<file path="src/design/d2q_pkg.sv">
// Shared constants, types and helper functions for the D2Q9 BGK node collide unit.
// Used by d2q_vel_div, d2q_lane and d2q9_bgk_node_collide_unit. No dependencies.
`default_nettype none
package d2q_pkg;

  localparam int FRAC_BITS_DEF = 24;
  localparam int DATA_W        = 32;
  localparam int NDIR          = 9;
  localparam int KIND_W        = 2;
  localparam int RELAX_W       = 26;
  localparam int LID_W         = 24;
  localparam int CFG_IDX_W     = 2;
  localparam int CFG_DATA_W    = 32;

  // momentum sums of six 32-bit terms
  localparam int MOM_W = 35;
  // quotient bits of the velocity divider (result magnitude below 2^31)
  localparam int DQ_W  = 31;
  // squared terms after the fraction shift, FRAC_BITS >= 16
  localparam int SQ_W  = 48;
  // bracket accumulator
  localparam int B_W   = 56;
  // clamped dividend of the divide-by-nine
  localparam int X_W   = 36;
  localparam int D9_BITS   = 6;
  localparam int D9_STAGES = X_W / D9_BITS;

  // pipeline depths
  localparam int DIV_LAT  = DQ_W + 2;
  localparam int LANE_LAT = D9_STAGES + 6;

  localparam logic [KIND_W-1:0] KIND_FLUID = 2'd0;
  localparam logic [KIND_W-1:0] KIND_LID   = 2'd2;

  localparam logic [CFG_IDX_W-1:0] REG_RELAX = 2'd0;
  localparam logic [CFG_IDX_W-1:0] REG_LID   = 2'd1;

  localparam logic [RELAX_W-1:0]     RELAX_RESET = 26'd31655125;
  localparam logic signed [LID_W-1:0] LID_RESET  = 24'sd1677722;

  // direction order: rest, down, right, up, left, right_down, right_up, left_up, left_down
  localparam int DIR_CX [NDIR] = '{0, 0, 1, 0, -1, 1, 1, -1, -1};
  localparam int DIR_CY [NDIR] = '{0, -1, 0, 1, 0, -1, 1, 1, -1};
  // weight n/(d*2^F) = 1/(9*2^(F+WT_SHIFT)): 2/9, 1/18, 1/72
  localparam int WT_SHIFT [NDIR] = '{-1, 1, 1, 1, 1, 3, 3, 3, 3};

  typedef logic signed [DATA_W-1:0] word_t;

  typedef struct packed {
    logic [D9_BITS-1:0] q;
    logic [3:0]         rem;
  } d9_step_t;

  localparam logic signed [63:0] S32_MAX64 = 64'sd2147483647;
  localparam logic signed [63:0] S32_MIN64 = -64'sd2147483648;

  function automatic word_t sat32(input logic signed [63:0] x);
    word_t r;
    if (x > S32_MAX64) begin
      r = 32'sh7FFFFFFF;
    end else if (x < S32_MIN64) begin
      r = 32'sh80000000;
    end else begin
      r = x[31:0];
    end
    return r;
  endfunction

  // a few bits of long division by nine
  function automatic d9_step_t div9_step(input logic [3:0] rem_in,
                                         input logic [D9_BITS-1:0] bits);
    logic [4:0] t;
    logic [3:0] r;
    d9_step_t   res;
    r = rem_in;
    res.q = '0;
    for (int k = D9_BITS - 1; k >= 0; k--) begin
      t = {r, bits[k]};
      if (t >= 5'd9) begin
        res.q[k] = 1'b1;
        r = 4'(t - 5'd9);
      end else begin
        r = t[3:0];
      end
    end
    res.rem = r;
    return res;
  endfunction

endpackage
`default_nettype wire

</file>
<file path="src/design/d2q_vel_div.sv">
// Pipelined restoring divider for one velocity component: trunc(num * 2^F / den),
// saturated to 32 bits, one quotient bit per stage. Depends on d2q_pkg.
`default_nettype none
module d2q_vel_div #(
  parameter int FRAC_BITS = d2q_pkg::FRAC_BITS_DEF
) (
  input  wire logic                              clk,
  input  wire logic signed [d2q_pkg::MOM_W-1:0]  num,
  input  wire logic        [d2q_pkg::DQ_W-1:0]   den,
  output d2q_pkg::word_t                         quot
);

  localparam int MW = d2q_pkg::MOM_W;
  localparam int QW = d2q_pkg::DQ_W;

  logic [MW-1:0]    mag;
  logic [MW-1:0]    r0;
  logic [MW+QW-1:0] wide;
  logic             ovf0;

  logic [QW-1:0] rem   [0:QW];
  logic [QW-1:0] low   [0:QW];
  logic [QW-1:0] q     [0:QW];
  logic [QW-1:0] den_p [0:QW];
  logic          neg   [0:QW];
  logic          ovf   [0:QW];

  always_comb begin
    mag  = num[MW-1] ? MW'(-num) : MW'(num);
    r0   = mag >> (d2q_pkg::DATA_W - 1 - FRAC_BITS);
    ovf0 = r0 >= MW'(den);
    wide = {{QW{1'b0}}, mag} << FRAC_BITS;
  end

  always_ff @(posedge clk) begin
    rem[0]   <= ovf0 ? '0 : r0[QW-1:0];
    low[0]   <= wide[QW-1:0];
    q[0]     <= '0;
    den_p[0] <= den;
    neg[0]   <= num[MW-1];
    ovf[0]   <= ovf0;
  end

  for (genvar k = 0; k < QW; k++) begin : g_step
    logic [QW:0] t;
    logic [QW:0] diff;
    logic        ge;
    always_comb begin
      t    = {rem[k], low[k][QW-1]};
      diff = t - {1'b0, den_p[k]};
      ge   = t >= {1'b0, den_p[k]};
    end
    always_ff @(posedge clk) begin
      rem[k+1]   <= ge ? diff[QW-1:0] : t[QW-1:0];
      q[k+1]     <= {q[k][QW-2:0], ge};
      low[k+1]   <= low[k] << 1;
      den_p[k+1] <= den_p[k];
      neg[k+1]   <= neg[k];
      ovf[k+1]   <= ovf[k];
    end
  end

  always_ff @(posedge clk) begin
    if (ovf[QW]) begin
      quot <= neg[QW] ? 32'sh80000000 : 32'sh7FFFFFFF;
    end else if (neg[QW]) begin
      quot <= -$signed({1'b0, q[QW]});
    end else begin
      quot <= $signed({1'b0, q[QW]});
    end
  end

endmodule
`default_nettype wire

</file>
<file path="config.mk">
export PLATFORM = sky130hd
export DESIGN_NAME = d2q_vel_div
export DESIGN_NICKNAME = d
export VERILOG_FILES = /design/src/design/d2q_pkg.sv /design/src/design/d2q_vel_div.sv
export SDC_FILE = /design/constraint.sdc
export NUM_CORES = 2
export LEC_CHECK = 0
export BUFFER_PORTS_ARGS = -buffer_cell sky130_fd_sc_hd__buf_2
export CAP_MARGIN = 20
export CORE_UTILIZATION = 68
export CTS_BUF_LIST = sky130_fd_sc_hd__clkbuf_16
export CTS_CLUSTER_DIAMETER = 50
export DETAILED_ROUTE_END_ITERATION = 8
export PLACE_DENSITY = 0.83
export SLEW_MARGIN = 0
export SYNTH_ARGS = -nofsm -noshare
export SYNTH_HDL_FRONTEND = slang
export SYNTH_SLANG_ARGS = --single-unit
export TNS_END_PERCENT = 50
</file>
<file path="constraint.sdc">
create_clock -name clk -period 9.4 [get_ports clk]
set_input_delay 0.47 -clock clk [delete_from_list [all_inputs] [get_ports clk]]
set_output_delay 0.47 -clock clk [all_outputs]
set_load 0.01 [all_outputs]
</file>
==> flow_summary.yaml <==
clock_tree:
  clk_pin_slew_ns: 0.06
  cts_root_buffer: "clkbuf_16"
  clk_path_buf_depth: 4
  cts.sinks: 2539
  numCtsBuffers: 281
  htree_levels: 5
  worst_skew_pair.late_latency_ns: 0.95
  cts_tree: "done"
  ctsResizeCount: 0
worst_setup_path:
  path_class: "primary input to register"
  crit_fanout: 29
  start_kind: "primary input"
  rrSetupSlack_ns: 4.74
  critPathCaptureType: "register"
  cp.required_ns: 10.17
  arrival_ns: 6.06
timing:
  hold_viol_final: 0
  fin_skew_ns: 0.05940
  maxSlewHeadroom: 0.1573
  period_needed_ns: 5.290
  fmax_mhz: 189.0
  finalMaxSlewViolations: 0
  final-setup-viol-count: 0
  rsz0062_at_grt: "false"
  finalCritPeriodShare: 0.5628
  hold_slack_ns: 0.2146
  tightest_slew_ns: 1.251
  fin_setup_tns_ns: 0
power_and_ir_drop:
  combinationalPowerShare: 0.464
  p_seq_frac: 0.325
  p_int_w: 0.03103
  power_frac_clock: 0.211
  p_sw_frac: 0.3866
  p_per_area_mw_per_mm2: 406.4
  switchingPower_w: 0.01955
  p_leak_nw: 58.31
  irDropWorstVdd_uv: 253.4
global_route:
  antenna_found_initial: 8
  grt_max_degree: 60
  grt_pass1_vias: 84710
  track_usage: 0.3260
  overflow: 0
  grt_pass1_wl_um: 439100
layout:
  areaGrowthSynthToFinish_pct: 11.18
  fill_cells: 11010
  final_layout_size_suffix_gt1_frac: 0.08447
  multi_input_area_mm2: 0.05573
  layout_commonest_cell: "dfxtp_1"
  register_area_mm2: 0.05083
  post-route-util: 0.7629
  fin_nets: 13110
  final_cell_mix: "dfxtp_1 (2539), inv_1 (1314), ha_1 (988), a21oi_1 (918), o21ai_0 (737)"
logic_synthesis:
  synthArstFlopShare: 0
  syn_nets: 12840
  synthesis.area_mm2: 0.1119
  synth_seq_cells: 2539
  synth_cell_type_count: 95
  synth_edf_count: 0
  synth_warnings: 0
  synth-seq-area-share: 0.4540
  synthesis.area_per_instance_um2: 9.523
  netlist_instances: 11760
  dominantRegCellSynth: "dfxtp_1"
run:
  drv_cap: 0
floorplan:
  die_h_um: 407.7
  core_mm2: 0.1631
  start_util: 0.6862
  io_pins: 99
  row_count: 148
  die_area_mm2: 0.1663
  die_x_um: 407.7
route:
  route.detailed.drc: 0
  routed_wl_um: 279700
  dr.pass1.iters: 7
  via_count: 84490
  drt_iter0_markers: 5969
  ant_nets: 0
  vias_per_cell: 5.860
  wl_per_cell_um: 19.40
worst_hold_path:
  min_path_type: "primary input to register"
placement:
  gp_congestion: 0.9694
  port_buffers: 98
  dp_hpwl_um: 204400
outcome:
  outcome: "finished, final reports clean"
## final cells by class
cell class              count  share of cell area
multi-input cells        7734              0.4478
flip-flops and latches   2539              0.4084
clock buffers             285             0.05730
inverters                1269             0.03827
well taps                2175             0.02187
clock inverters           188             0.01399
repair buffers            203             0.01186
diodes                     26           0.0005228
## kinds of logic after synthesis
family | after synthesis | share of synthesized area
compound gates | 3037 | 0.1693
xor+xnor | 838 | 0.06556
fa+ha+maj | 1018 | 0.1158
buf+inv | 1482 | 0.05021
flops | 2539 | 0.4540
mux | 423 | 0.04229
simple gates | 2418 | 0.1028
## timing repair
| item | 4_1_cts | 5_1_grt |
|---|---|---|
| buffers inserted | 0 | 0 |
| endpoints found under the setup margin | 0 | 0 |
| endpoints found under the hold margin | 67 | 0 |
| hold buffers | 69 | 0 |
## cell usage after synthesis, drive strengths merged, types with 37 or more instances
cell / count / share of area
a211oi: 44 / 0.0030
a21boi: 46 / 0.0031
a21o: 489 / 0.033
a21oi: 921 / 0.041
a31o: 37 / 0.0029
a31oi: 109 / 0.0061
and2: 55 / 0.0031
and3: 81 / 0.0045
buf: 50 / 0.0022
clkbuf: 163 / 0.0055
dfxtp: 2539 / 0.45
ha: 988 / 0.11
inv: 1268 / 0.043
mux2: 400 / 0.040
nand2: 699 / 0.023
nand2b: 135 / 0.0075
nand3: 151 / 0.0068
nand4: 125 / 0.0070
nor2: 660 / 0.022
nor2b: 181 / 0.010
nor3: 145 / 0.0066
o21a: 129 / 0.0087
o21ai: 752 / 0.034
o21bai: 127 / 0.0085
o31ai: 69 / 0.0047
or3: 49 / 0.0027
xnor2: 492 / 0.038
xor2: 346 / 0.027
## sequential cells by signal (all words and copies together) (netlist names)
name / count
den_p: 961
rem: 958
q: 496
neg: 32
ovf: 32
quot: 32
low: 28
## worst paths after layout
kind	startpoint	depth (start not counted)	to
worst min register to register	q[1][187]$_DFF_P_	0	q[1][219]$_DFF_P_
worst max-delay path	num[4]	18	rem[0][27]$_SDFF_PP0_
worst min-delay path	den[8]	2	den_p[0][8]$_DFF_P_
worst max register to register	den_p[25][1]$_DFF_P_	13	rem[26][23]$_DFF_P_
## power groups by stage
stage	Combinational [W]	Clock [W]	Sequential, W
final	0.0235	0.0107	0.0165
after CTS	0.0231	0.0108	0.0164
after global placement	0.0220	0	0.0165
after detailed placement	0.0227	0	0.0165
after floorplan	0.0179	0	0.0156
after global routing	0.0258	0.0112	0.0167
## worst max-delay path, stage by stage
cell	delay, ns
dlygate4sd3_1	0.54
buf_2	0.15
nor4_1	0.73
nand2_1	0.23
or3_1	0.54
or4_1	0.63
nand2b_1	0.29
o41ai_1	0.35
xor2_1	0.23
inv_1	0.07
ha_1	0.30
nand4_1	0.15
nor3_1	0.40
o31ai_1	0.16
a21o_1	0.19
a31oi_2	0.17
buf_4	0.35
nor2b_1	0.09
## layer usage
layer | wire length [um] | up-vias | GRT usage
met1 | 110200 | 39850 | 0.3683
met4 | 18840 | 4 | 0.1973
met2 | 136100 | 2660 | 0.5779
met3 | 14500 | 922 | 0.04953
li1 | - | 41060 | -
met5 | 27 | - | 0
## stage by stage
step / instance area (um^2) / power (W) / setup WS [ns] / cells
floorplan: 111900 / 0.03351 / 4.876 / 11760
global placement: 114800 / 0.03845 / 4.362 / 13850
detailed placement: 114800 / 0.03918 / 4.245 / 13850
CTS: 124400 / 0.05021 / 4.433 / 14390
global route: 124400 / 0.05374 / 3.827 / 14420
finish: 124500 / 0.05058 / 4.110 / 14420
Power figures use the tool's default switching activity.
